[src/design/csbfm_pkg.sv]
// Shared types and status codes for the clock-sweep frame manager.
package csbfm_pkg;
	typedef enum logic [2:0] {
		ST_HIT      = 3'd0,
		ST_FREE     = 3'd1,
		ST_EVICT    = 3'd2,
		ST_ALLPIN   = 3'd3,
		ST_REL      = 3'd4,
		ST_RELUNPIN = 3'd5,
		ST_PINOVF   = 3'd6
	} status_t;

	typedef enum logic [0:0] {
		OP_ACCESS  = 1'b0,
		OP_RELEASE = 1'b1
	} op_t;

	localparam logic [0:0] REG_USAGE_LIMIT = 1'd0;
	localparam logic [0:0] REG_WARMUP_DONE = 1'd1;

	// Commands from the controller to the datapath.
	typedef struct packed {
		logic load;    // capture the input beat and launch the tag match
		logic decide;  // act on hit/free/release, or start sweeping
		logic sweep;   // visit the frame under the hand
		logic finish;  // sweep gave up: all pinned
	} cmd_t;

	// Status from the datapath to the controller.
	typedef struct packed {
		logic need_sweep; // the beat is a miss with all frames in use
		logic taken;      // the frame under the hand was claimed this visit
		logic last_visit; // visit budget exhausted with this visit
	} sts_t;
endpackage

[src/design/csbfm_ctrl.sv]
// Controller state machine for the frame manager.
module csbfm_ctrl (
	input  logic              clk,
	input  logic              arst_n,
	input  logic              in_valid,
	output logic              in_ready,
	output logic              out_valid,
	input  logic              out_ready,
	input  csbfm_pkg::sts_t   sts,
	output csbfm_pkg::cmd_t   cmd
);
	import csbfm_pkg::*;

	typedef enum logic [2:0] {S_IDLE, S_MATCH, S_DECIDE, S_SWEEP, S_OUT} state_t;
	state_t state_q;

	assign in_ready  = (state_q == S_IDLE);
	assign out_valid = (state_q == S_OUT);

	always_comb begin
		cmd        = '0;
		cmd.load   = (state_q == S_IDLE) && in_valid;
		cmd.decide = (state_q == S_DECIDE);
		cmd.sweep  = (state_q == S_SWEEP);
		cmd.finish = (state_q == S_SWEEP) && !sts.taken && sts.last_visit;
	end

	always_ff @(posedge clk or negedge arst_n) begin
		if (!arst_n) begin
			state_q <= S_IDLE;
		end else begin
			unique case (state_q)
				S_IDLE:   if (in_valid) state_q <= S_MATCH;
				S_MATCH:  state_q <= S_DECIDE;
				S_DECIDE: state_q <= sts.need_sweep ? S_SWEEP : S_OUT;
				S_SWEEP:  if (sts.taken || sts.last_visit) state_q <= S_OUT;
				S_OUT:    if (out_ready) state_q <= S_IDLE;
				default:  state_q <= S_IDLE;
			endcase
		end
	end
endmodule

[config.mk]
export PLATFORM = sky130hd
export DESIGN_NAME = csbfm_ctrl
export DESIGN_NICKNAME = d
export VERILOG_FILES = /design/src/design/csbfm_pkg.sv /design/src/design/csbfm_ctrl.sv
export SDC_FILE = /design/constraint.sdc
export NUM_CORES = 1
export LEC_CHECK = 0
export ABC_AREA = 1
export BUFFER_PORTS_ARGS = -buffer_cell sky130_fd_sc_hd__buf_2
export CAP_MARGIN = 5
export CORE_AREA = 3 3 40 42
export DETAILED_ROUTE_END_ITERATION = 7
export DIE_AREA = 0 0 43 45
export GPL_ROUTABILITY_DRIVEN = 0
export PLACE_DENSITY = 0.38
export SLEW_MARGIN = 40
export SYNTH_ARGS = -nofsm -noshare
export SYNTH_HDL_FRONTEND = slang
export SYNTH_SLANG_ARGS = --single-unit
[constraint.sdc]
create_clock -name clk -period 1.5 [get_ports clk]
set_input_delay 0.075 -clock clk [delete_from_list [all_inputs] [get_ports clk]]
set_output_delay 0.075 -clock clk [all_outputs]
set_load 0.02 [all_outputs]
==> results of run 1 <==
[critical path: stages, from the launching register on]
cell and delay (ns):
dfrtp_1 0.43, nor2_1 0.20, nand2_1 0.10, nor2_1 0.08, buf_2 0.16
[worst paths after layout]
kind | startpoint | end | slack, ns | cells after the start
max | state_q[0]$_DFFE_PN0P_ | cmd[3] | 0.22 | 4
min | sts[2] | state_q[1]$_DFFE_PN0P_ | 0.09 | 3
max reg2reg | state_q[0]$_DFFE_PN0P_ | state_q[0]$_DFFE_PN0P_ | 0.46 | 4
min reg2reg | state_q[0]$_DFFE_PN0P_ | state_q[1]$_DFFE_PN0P_ | 0.65 | 2
max in group asynchronous | arst_n | state_q[0]$_DFFE_PN0P_ | 1.23 | 2
min in group asynchronous | arst_n | state_q[1]$_DFFE_PN0P_ | 0.17 | 2
[what timing repair did]
item / 4_1_cts / 5_1_grt
buffers inserted: 0 / 0
hold endpoints to repair: 3 / 0
hold buffers: 1 / 0
[per-stage QoR]
stage,cell area (µm²),util (%),setup slack (ns)
6_report,338,26.3,0.224
5_1_grt,338,26.3,0.127
4_1_cts,338,26.3,0.209
3_5_place_dp,302,23.5,0.462
3_3_place_gp,302,23.5,0.469
2_1_floorplan,223,-,0.250
[report_power, final]
group | switching (mW) | internal [mW]
sequential | 0.0534 | 0.115
clock | 0.0399 | 0.0996
combinational | 0.205 | 0.122
total | 0.299 | 0.337
[synth_stat cells]
master / number
nand2_1: 4
nand2_2: 2
nor2_1: 5
dfrtp_1: 3
nand3_1: 5
o211ai_1: 1
inv_1: 5
clkinv_1: 1
nor2_4: 1
inv_2: 1
a21oi_1: 1
o21bai_2: 1
nor3_1: 3
[per-layer routing]
metal / vias up / global-route usage (%)
li1: 139 / -
met1: 114 / 5.53
met5: - / 0
met2: 8 / 10.5
met3: 0 / 4.38
met4: 0 / 1.81
[layout make-up]
| type | instances | area, µm² | share of cell area, % |
|---|---|---|---|
| multi-input combinational | 23 | 121 | 35.9 |
| tap | 15 | 18.8 | 5.56 |
| sequential | 3 | 75.1 | 22.2 |
| clock buffer | 4 | 26.3 | 7.78 |
| inverter | 7 | 26.3 | 7.78 |
| timing repair buffer | 13 | 70.1 | 20.7 |
[cell families (layout without fill, tap and decap cells)]
logic type,Yosys count,after routing,share of synthesized area (%)
AOI/OAI and AO/OA,3,3,10.7
and+or+nand+nor,20,20,43.8
DFF,3,3,33.7
buffers and inverters,7,24,11.8
==> metrics.md, run 1 <==
| Metric | Value |
|---|---|
| Setup Viol. Count Final | `0` |
| Area added between synthesis and finish | `51.7%` |
| Flip-flop count of the largest register after layout | `3` |
| Mean Syn Cell Area | `a little under 7 µm²` |
| Critical Path Start Type | `flip-flop` |
| Largest area contributor in the netlist | `dfrtp_1` |
| First-pass GRT wire length | `about 850 µm` |
| Most frequent cells in the layout | `buf_2, inv_1, nor2_1, nand3_1, nand2_1` |
| Highest routed layer | `met3` |
| Layout Skew | `between 0.0008 and 0.0009 ns` |
| DR iter-0 viols | `3` |
| Largest net degree at the start of global routing | `7` |
| Min-delay worst type | `in -> reg` |
| Status | `finished clean` |
| Sum Neg Setup Slack | `0 ns` |
| Crit path required time | `between 1 and 1.5 ns` |
| FILL cells | `about 150` |
| Seq/Total Area, Yosys | `about a third` |
| CTS tree | `done` |
| Die ar. | `slightly below 2000 µm²` |
| GRT Resource Usage Total | `under 10%` |
| Length of routed met2 wiring | `about 290 µm` |
| Maximum vdd ir drop | `0.484 mV` |
| Yosys warnings | `0` |
| CP Class | `reg -> out` |
| Tmin final | `around 1.3 ns` |
| Post-Syn Nets | `40` |
| Number of global-route vias before repair | `between 200 and 250` |
| DRC Markers | `0` |
| Post-synthesis sequential element count | `3` |
| Cells after synthesis | `33` |
| Most common cell after layout, fill and taps aside | `buf_2` |
| Ports | `13` |
| Max Slew Vio Count | `0` |
| Yosys top cell area share | `about 34%` |
| # resized after CTS | `0` |
| Final non-filler cell total | `65` |
| Antenna diodes | `0` |
| Most flops, register | `state_q` |
| FMAX | `~780 MHz` |
| Layout net count | `58` |
| Biggest regs | `state_q x3` |
| Fraction of layout instances using a drive strength above 1 | `40.0%` |
| Initial Utilization | `17.3%` |
| IO Port Bufs | `12` |
| Hold Fails Final Rpt | `0` |
| Period utilisation layout | `85.1%` |
| WL final | `between 500 and 600 µm` |
| Distinct cell type count after synthesis | `13` |
| Hold_ws | `~0.09 ns` |
| Power Total | `approximately 640 µW` |
| Inst Count DP | `60` |
| M1 WL | `approximately 240 µm` |
| Crit. End Element | `output pin` |
| Critical Path AT | `about 1.2 ns` |
| Initial DRT Pass Iterations | `4` |
| Clk buf depth | `2` |
| Post-DRT Antenna Nets | `0` |
| Worst-margin pin slew | `roughly 0.23 ns` |
| Clk Latency, worst-skew pair | `between 0.2 and 0.25 ns` |
| RSZ-0062 raised after global routing | `no` |
| DR WL met3 | `33 µm` |
| Pwr dens | `about 1900 nW/µm²` |
| Clock net sink count | `3` |
| Slew HR | `a little over four fifths` |
| Max cap viols | `0` |
| CTS root buf | `clkbuf_4` |
| Num CTS Buffers | `3` |
| Htree depth | `1` |
| Die Y | `~45 µm` |
| Routed vias/inst | `around 4.0` |
| FP Rows | `13` |
| Synthesized cell area | `between 200 and 250 µm²` |
| Clock transition at path regs | `0.04 ns` |
| Via count | `~260` |
| Die Wd | `approximately 43 µm` |
| Final HPWL DP | `474 µm` |
| Top cells by area, synth | `dfrtp_1, nand3_1, inv_1` |
| Worst-path maximum fanout | `6` |
| Leakage power | `between 0.15 and 0.2 nW` |
| CORE AREA | `approximately 1300 µm²` |
| Initial antenna violation count | `0` |
| Total congestion overflow | `0` |
| Detailed-route wire length per cell | `approximately 8.6 µm` |
No activity file was read; power rests on OpenSTA's default activity.
==> inputs of run 2 (changes only) <==
Settings changed: ABC_AREA 1 to unset, GPL_ROUTABILITY_DRIVEN 0 to unset.
==> run 2 against run 1 <==
Total power fell by 6.7%. Maximum frequency shrank 4.8%. Clock power fell by 3%. First-iteration DRC count decreased by 100%. Worst hold slack improved by 0.043 ns. Design area shrank 4.1%. Routed wire length shrank 0.90%.
==> metrics.md, run 2 <==
| Metric | Value |
|---|---|
| Max Slew Vio Count | `0 (unchanged)` |
| Initial DRT Pass Iterations | `1 (was 4)` |
| Most common cell after layout, fill and taps aside | `buf_2 (unchanged)` |
| Worst-margin pin slew | `0.327 ns (was 0.229 ns)` |
| Maximum vdd ir drop | `0.446 mV (was 0.484 mV)` |
| Main flop type after synthesis | `dfrtp_1 (unchanged)` |
| # resized after CTS | `0 (unchanged)` |
| Met2 Use GR | `9.58% (was 10.5%)` |
| Slew HR | `77.9% (was 84.7%)` |
| Routed vias/inst | `4.09 (was 4.02)` |
| Min-delay worst type | `in -> reg (unchanged)` |
| Hold Fails Final Rpt | `0 (unchanged)` |
| Post-Syn Nets | `30 (was 40)` |
| Flip-flop count of the largest register after layout | `3 (unchanged)` |
| Via count | `217 (was 261)` |
| Cells after synthesis | `23 (was 33)` |
| Sw Ratio | `42.4% (was 47.0%)` |
| RSZ-0062 raised after global routing | `no (unchanged)` |
| Setup Viol. Count Final | `0 (unchanged)` |
| Max cap viols | `0 (unchanged)` |
| Yosys warnings | `0 (unchanged)` |
| Die ar. | `1940 µm² (unchanged)` |
| GRT Resource Usage Total | `6.43% (was 5.99%)` |
| Hold-fix buffers, CTS | `1 (unchanged)` |
| WL final | `551 µm (was 556 µm)` |
| Grt met1 use | `7.52% (was 5.53%)` |
| Period utilisation layout | `89.3% (was 85.1%)` |
| Top cells by area, synth | `dfrtp_1, nor3b_1, buf_6 (was dfrtp_1, nand3_1, inv_1)` |
| Sequential share of power | `31.3% (was 26.6%)` |
| Largest area contributor in the netlist | `dfrtp_1 (unchanged)` |
| Clock transition at path regs | `0.03 ns (was 0.04 ns)` |
| Distinct cell type count after synthesis | `18 (was 13)` |
| Clk buf depth | `2 (unchanged)` |
| Fraction of layout instances using a drive strength above 1 | `47.4% (was 40.0%)` |
| IO Port Bufs | `12 (unchanged)` |
| DR iter-0 viols | `0 (was 3)` |
| Final Core Density | `25.2% (was 26.3%)` |
| Yosys top cell area share | `33.3% (was 33.7%)` |
| Layout Skew | `0.00177 ns (was 0.000864 ns)` |
| GPL Wtd Cong | `0.702` |
| CTS root buf | `clkbuf_4 (unchanged)` |
| Num CTS Buffers | `3 (unchanged)` |
| Synth cell count leaders | `dfrtp_1, nor2_1, nor3_1, nor3b_1 (was inv_1, nand3_1, nor2_1)` |
| Clock net sink count | `3 (unchanged)` |
| Mean Syn Cell Area | `9.79 µm² (was 6.75 µm²)` |
| Final non-filler cell total | `53 (was 65)` |
| Cell-by-cell trace of the critical path | `nor3_1, and2_1, buf_2 (was nor2_1, nand2_1, nor2_1, buf_2)` |
| Psw | `251 µW (was 299 µW)` |
| Layout net count | `46 (was 58)` |
| Total internal power | `342 µW (was 337 µW)` |
| Max stage delay on crit path | `0.47 ns (was 0.43 ns)` |
| Post-synthesis sequential element count | `3 (unchanged)` |
| Seq/Total Area, Yosys | `33.3% (was 33.7%)` |
| Inst Count DP | `48 (was 60)` |
| Gr busiest metal | `met2 (unchanged)` |
| Setup bufs post-CTS | `0 (unchanged)` |
| Crit. End Element | `output pin (unchanged)` |
| DRC Markers | `0 (unchanged)` |
| CORE AREA | `1280 µm² (unchanged)` |
| Tmin final | `1.34 ns (was 1.28 ns)` |
| Leakage power | `0.170 nW (was 0.194 nW)` |
| EDFF count, synth | `0 (unchanged)` |
| CP Class | `reg -> out (unchanged)` |
| Antenna diodes | `0 (unchanged)` |
| Most frequent cell after synthesis | `dfrtp_1` |
| Die Y | `45 µm (unchanged)` |
| Initial antenna violation count | `0 (unchanged)` |
| Met3 usage | `3.19% (was 4.38%)` |
| Slowest-stage cell, CP | `dfrtp_1 (unchanged)` |
| CTS tree | `done (unchanged)` |
| First-pass GRT wire length | `876 µm (was 848 µm)` |
| Die Wd | `43 µm (unchanged)` |
| FMAX | `746 MHz (was 784 MHz)` |
| Comb pwr share | `45.9% (was 51.5%)` |
| Synthesized cell area | `225 µm² (was 223 µm²)` |
| Most frequent cells in the layout | `buf_2, clkbuf_4, dfrtp_1 (was buf_2, inv_1, nor2_1, nand3_1, nand2_1)` |
| Most flops, register | `state_q (unchanged)` |
| Ports | `13 (unchanged)` |
| Detailed-route wire length per cell | `10.4 µm (was 8.55 µm)` |
| Pwr dens | `1830 nW/µm² (was 1880 nW/µm²)` |
| Async S/R FF share, synth | `100% (unchanged)` |
| Htree depth | `1 (unchanged)` |
| Worst-path maximum fanout | `11 (was 6)` |
| FP Rows | `13 (unchanged)` |
| FILL cells | `139 (was 153)` |
| Status | `finished clean (unchanged)` |
| Area added between synthesis and finish | `43.9% (was 51.7%)` |
| Clock share of power | `22.8% (was 22.0%)` |
| Number of global-route vias before repair | `209 (was 234)` |
| Critical Path AT | `1.26 ns (was 1.20 ns)` |
| Critical Path Start Type | `flip-flop (unchanged)` |
| Post-DRT Antenna Nets | `0 (unchanged)` |
| Biggest regs | `state_q x3 (unchanged)` |
| Initial Utilization | `17.5% (was 17.3%)` |
| Crit path required time | `1.42 ns (about the same)` |
| Clk Latency, worst-skew pair | `0.23 ns (about the same)` |
| Sum Neg Setup Slack | `0 ns (unchanged)` |
| Total congestion overflow | `0 (unchanged)` |
| Largest net degree at the start of global routing | `12 (was 7)` |
==> run 2: cell types whose count changed in the layout (fill, tap and decap cells not counted), sizes merged, moves of 2 or more <==
cell | before | now
and3b | 0 | 2
nand2 | 6 | 0
inv | 6 | 0
nor2 | 6 | 2
nand3 | 5 | 0
nor3b | 0 | 2
==> run 2: logic make-up after synthesis <==
| group | Yosys count | synth area share [%] |
|---|---|---|
| AOI/OAI and AO/OA | 4 | 14.4 |
| buffers and inverters | 2 | 7.22 |
| and+or+nand+nor | 13 | 40.0 |
| muxes | 1 | 5.00 |
| DFF | 3 | 33.3 |
==> run 2: layer usage <==
metal  wire length [µm]  part of all wire [%]  up-vias
met5                  0                     0        -
met1                245                    44       93
met3                 45                   8.2        0
met4                  0                     0        0
met2                259                    47        8
li1                   -                     -      116
==> run 2: worst paths after layout <==
check | slack, ns | from | cells past startpoint | endpoint
worst max-delay path | 0.16 | state_q[0]$_DFFE_PN0P_ | 3 | cmd[3]
worst min-delay path | 0.13 | out_ready | 3 | state_q[2]$_DFFE_PN0P_
worst max register to register | 0.28 | state_q[0]$_DFFE_PN0P_ | 2 | state_q[2]$_DFFE_PN0P_
worst min register to register | 0.58 | state_q[2]$_DFFE_PN0P_ | 1 | state_q[1]$_DFFE_PN0P_
max in group asynchronous | 1.22 | arst_n | 2 | state_q[2]$_DFFE_PN0P_
min in group asynchronous | 0.17 | arst_n | 2 | state_q[0]$_DFFE_PN0P_
==> run 2: worst max-delay path, delay by kind of cell, from the launching register on <==
kind	cells	cell delay, ns
buffers and inverters	1	0.15
AND/OR/NAND/NOR	2	0.41
flip-flops	1	0.47
==> run 2: layout make-up <==
type	instances	area (µm²)	area share (%)
multi-input combinational	18	134	41.3
sequential	3	75.1	23.2
timing repair buffer	13	70.1	21.6
clock buffer	4	26.3	8.11
tap	15	18.8	5.79
==> run 2: metrics by stage <==
stage / worst slack (ns) / area, µm² / hold slack [ns] / total power, mW
finish: 0.160 / 324 / 0.132 / 0.593
floorplan: 0.0635 / 225 / -0.221 / 0.398
CTS: 0.133 / 324 / 0.132 / 0.608
global placement: 0.305 / 288 / -0.129 / 0.455
detailed placement: 0.279 / 288 / -0.130 / 0.462
global route: 0.000256 / 324 / 0.145 / 0.656
==> run 2: power groups by stage <==
stage | Combinational (mW) | Clock (mW) | Sequential [mW]
2_1_floorplan | 0.265 | 0 | 0.133
3_3_place_gp | 0.269 | 0 | 0.186
3_5_place_dp | 0.274 | 0 | 0.188
4_1_cts | 0.278 | 0.142 | 0.189
5_1_grt | 0.303 | 0.153 | 0.200
6_report | 0.272 | 0.135 | 0.185
==> inputs of run 3 (changes only) <==
Settings changed: CTS_BUF_LIST set to sky130_fd_sc_hd__clkbuf_4 sky130_fd_sc_hd__clkbuf_8 sky130_fd_sc_hd__clkbuf_16, PLACE_DENSITY 0.38 to unset, PLACE_DENSITY_LB_ADDON set to 0.15.
==> run 3 against run 2 <==
Via count grew 5.1%. Cell count unchanged. Die area is the same. Total power grew 4.2%. Sequential cell count unchanged. Maximum frequency decreased by 1.1%. Global-route usage up 0.50 points. Clock-buffer cell count is the same. Sequential power about the same. Critical path type unchanged. Critical endpoint is now cmd[0]. Highest routed layer is now met4.
==> metrics.md, run 3 (synthesized netlist as in run 2, its figures left out) <==
| Metric | Value |
|---|---|
| Status | `finished clean (unchanged)` |
| FMAX | `738 MHz (was 746 MHz)` |
| Sw Ratio | `41.7% (was 42.4%)` |
| Slowest-stage cell, CP | `dfrtp_1 (unchanged)` |
| Psw | `258 µW (was 251 µW)` |
| Die ar. | `1940 µm² (unchanged)` |
| RSZ-0062 raised after global routing | `no (unchanged)` |
| Biggest regs | `state_q x3 (unchanged)` |
| Largest net degree at the start of global routing | `12 (unchanged)` |
| Final design area excluding fillers | `328 µm² (was 324 µm²)` |
| Min-delay worst type | `in -> reg (unchanged)` |
| Die Wd | `43 µm (unchanged)` |
| Worst-path maximum fanout | `11 (unchanged)` |
| Setup Viol. Count Final | `0 (unchanged)` |
| CORE AREA | `1280 µm² (unchanged)` |
| Setup bufs post-CTS | `0 (unchanged)` |
| Min-delay src | `out_ready (unchanged)` |
| Pwr dens | `1880 nW/µm² (was 1830 nW/µm²)` |
| Most flops, register | `state_q (unchanged)` |
| Clock share of power | `26.2% (was 22.8%)` |
| Via count | `228 (was 217)` |
| Comb pwr share | `43.5% (was 45.9%)` |
| Clk Latency, worst-skew pair | `0.23 ns (about the same)` |
| Worst-margin pin slew | `0.297 ns (was 0.327 ns)` |
| CP Class | `reg -> out (unchanged)` |
| Hold Fails Final Rpt | `0 (unchanged)` |
| Crit path required time | `1.42 ns (about the same)` |
| Sequential share of power | `30.4% (was 31.3%)` |
| Max Slew Vio Count | `0 (unchanged)` |
| Maximum vdd ir drop | `0.512 mV (was 0.446 mV)` |
| Clk buf depth | `2 (unchanged)` |
| Leakage power | `0.173 nW (was 0.170 nW)` |
| Most frequent cells in the layout | `buf_2, clkbuf_4, dfrtp_1 (unchanged)` |
| Area added between synthesis and finish | `45.6% (was 43.9%)` |
| Post-DP Area | `288 µm² (unchanged)` |
| Hold Path End | `state_q[2]$_DFFE_PN0P_ (unchanged)` |
| CTS root buf | `clkbuf_4 (unchanged)` |
| Fraction of layout instances using a drive strength above 1 | `50.0% (was 47.4%)` |
| Initial antenna violation count | `0 (unchanged)` |
| Clock net sink count | `3 (unchanged)` |
| Max stage delay on crit path | `0.50 ns (was 0.47 ns)` |
| FP Rows | `13 (unchanged)` |
| R2R cell count | `2 (unchanged)` |
| Ports | `13 (unchanged)` |
| DR iter-0 viols | `2 (was 0)` |
| Max cap viols | `0 (unchanged)` |
| GRT Resource Usage Total | `6.92% (was 6.43%)` |
| DRC Markers | `0 (unchanged)` |
| Total congestion overflow | `0 (unchanged)` |
| Period utilisation layout | `90.3% (was 89.3%)` |
| Post-DRT Antenna Nets | `0 (unchanged)` |
| Num CTS Buffers | `3 (unchanged)` |
| Most common cell after layout, fill and taps aside | `buf_2 (unchanged)` |
| Reg-to-reg setup timing slack | `0.30 ns (was 0.28 ns)` |
| GPL Wtd Cong | `0.690 (was 0.702)` |
| Power Total | `618 µW (was 593 µW)` |
| Tmin final | `1.36 ns (was 1.34 ns)` |
| Initial Utilization | `17.5% (unchanged)` |
| # resized after CTS | `0 (unchanged)` |
| IO Port Bufs | `12 (unchanged)` |
| Sum Neg Setup Slack | `0 ns (unchanged)` |
| Layout Skew | `0.000317 ns (was 0.00177 ns)` |
| Hold path depth | `3 (unchanged)` |
| Initial DRT Pass Iterations | `2 (was 1)` |
| Number of global-route vias before repair | `228 (was 209)` |
| Die Y | `45 µm (unchanged)` |
| CTS tree | `done (unchanged)` |
| Critical Path Start Type | `flip-flop (unchanged)` |
| First-pass GRT wire length | `959 µm (was 876 µm)` |
| Cell-by-cell trace of the critical path | `and3b_2, and3b_1, buf_2 (was nor3_1, and2_1, buf_2)` |
| Layout net count | `46 (unchanged)` |
| Critical Path AT | `1.28 ns (was 1.26 ns)` |
| RR Startpoint | `state_q[0]$_DFFE_PN0P_ (unchanged)` |
| Total internal power | `360 µW (was 342 µW)` |
| Detailed-route wire length per cell | `10.4 µm (about the same)` |
| Htree depth | `1 (unchanged)` |
| Antenna diodes | `0 (unchanged)` |
| Inst Count DP | `48 (unchanged)` |
| Final non-filler cell total | `53 (unchanged)` |
| WL final | `552 µm (was 551 µm)` |
| Crit. End Element | `output pin (unchanged)` |
| FF-to-FF End | `state_q[2]$_DFFE_PN0P_ (unchanged)` |
| Routed vias/inst | `4.30 (was 4.09)` |
| Clock transition at path regs | `0.04 ns (was 0.03 ns)` |
| Slew HR | `79.9% (was 77.9%)` |
| Flip-flop count of the largest register after layout | `3 (unchanged)` |
-- run 3: cell counts in the layout (fill, tap and decap cells not counted) --
No cell type changed its count.
-- run 3: worst max-delay path: cells and delay by family, from the launching register on --
kind	cells	cell delay [ns]
flops	1	0.50
buf+inv	1	0.16
simple gates	2	0.39
-- run 3: through the flow --
stage	util (%)	hold WS [ns]	setup slack [ns]
floorplan	-	-0.221	0.0635
global placement	22.4	-0.128	0.301
detailed placement	22.4	-0.129	0.301
CTS	25.5	0.117	0.139
global route	25.5	0.133	0.0518
finish	25.5	0.108	0.145
-- run 3: timing repair --
item                                   in CTS  in global routing
hold buffers                                1                  0
endpoints found under the hold margin       3                  0
setup endpoints to repair                   0                  0
-- run 3: worst max path at each step --
stage,startpoint,endpoint
3_5_place_dp,state_q[0]$_DFFE_PN0P_,state_q[2]$_DFFE_PN0P_
6_report,state_q[0]$_DFFE_PN0P_,cmd[0]
5_1_grt,state_q[0]$_DFFE_PN0P_,cmd[3]
4_1_cts,state_q[0]$_DFFE_PN0P_,cmd[0]
3_3_place_gp,state_q[0]$_DFFE_PN0P_,state_q[2]$_DFFE_PN0P_
2_1_floorplan,state_q[0]$_DFFE_PN0P_,cmd[3]
-- run 3: cell type report --
cell class,instances,area [µm²]
sequential,3,75.1
timing repair buffer,13,70.1
fill,138,957
clock buffer,4,30.0
tap,15,18.8
multi-input combinational,18,134
-- run 3: layer usage --
layer	track usage [%]	part of all wire, %
met1	7.51	47
met2	10.5	41
met3	1.99	8.5
met4	7.23	2.5
met5	0	0
-- run 3: power by group through the flow --
stage | Clock (mW) | Combinational (mW) | Sequential, mW
floorplan | 0 | 0.265 | 0.133
detailed placement | 0 | 0.268 | 0.189
CTS | 0.166 | 0.271 | 0.188
global placement | 0 | 0.269 | 0.188
global route | 0.173 | 0.294 | 0.203
finish | 0.161 | 0.268 | 0.188
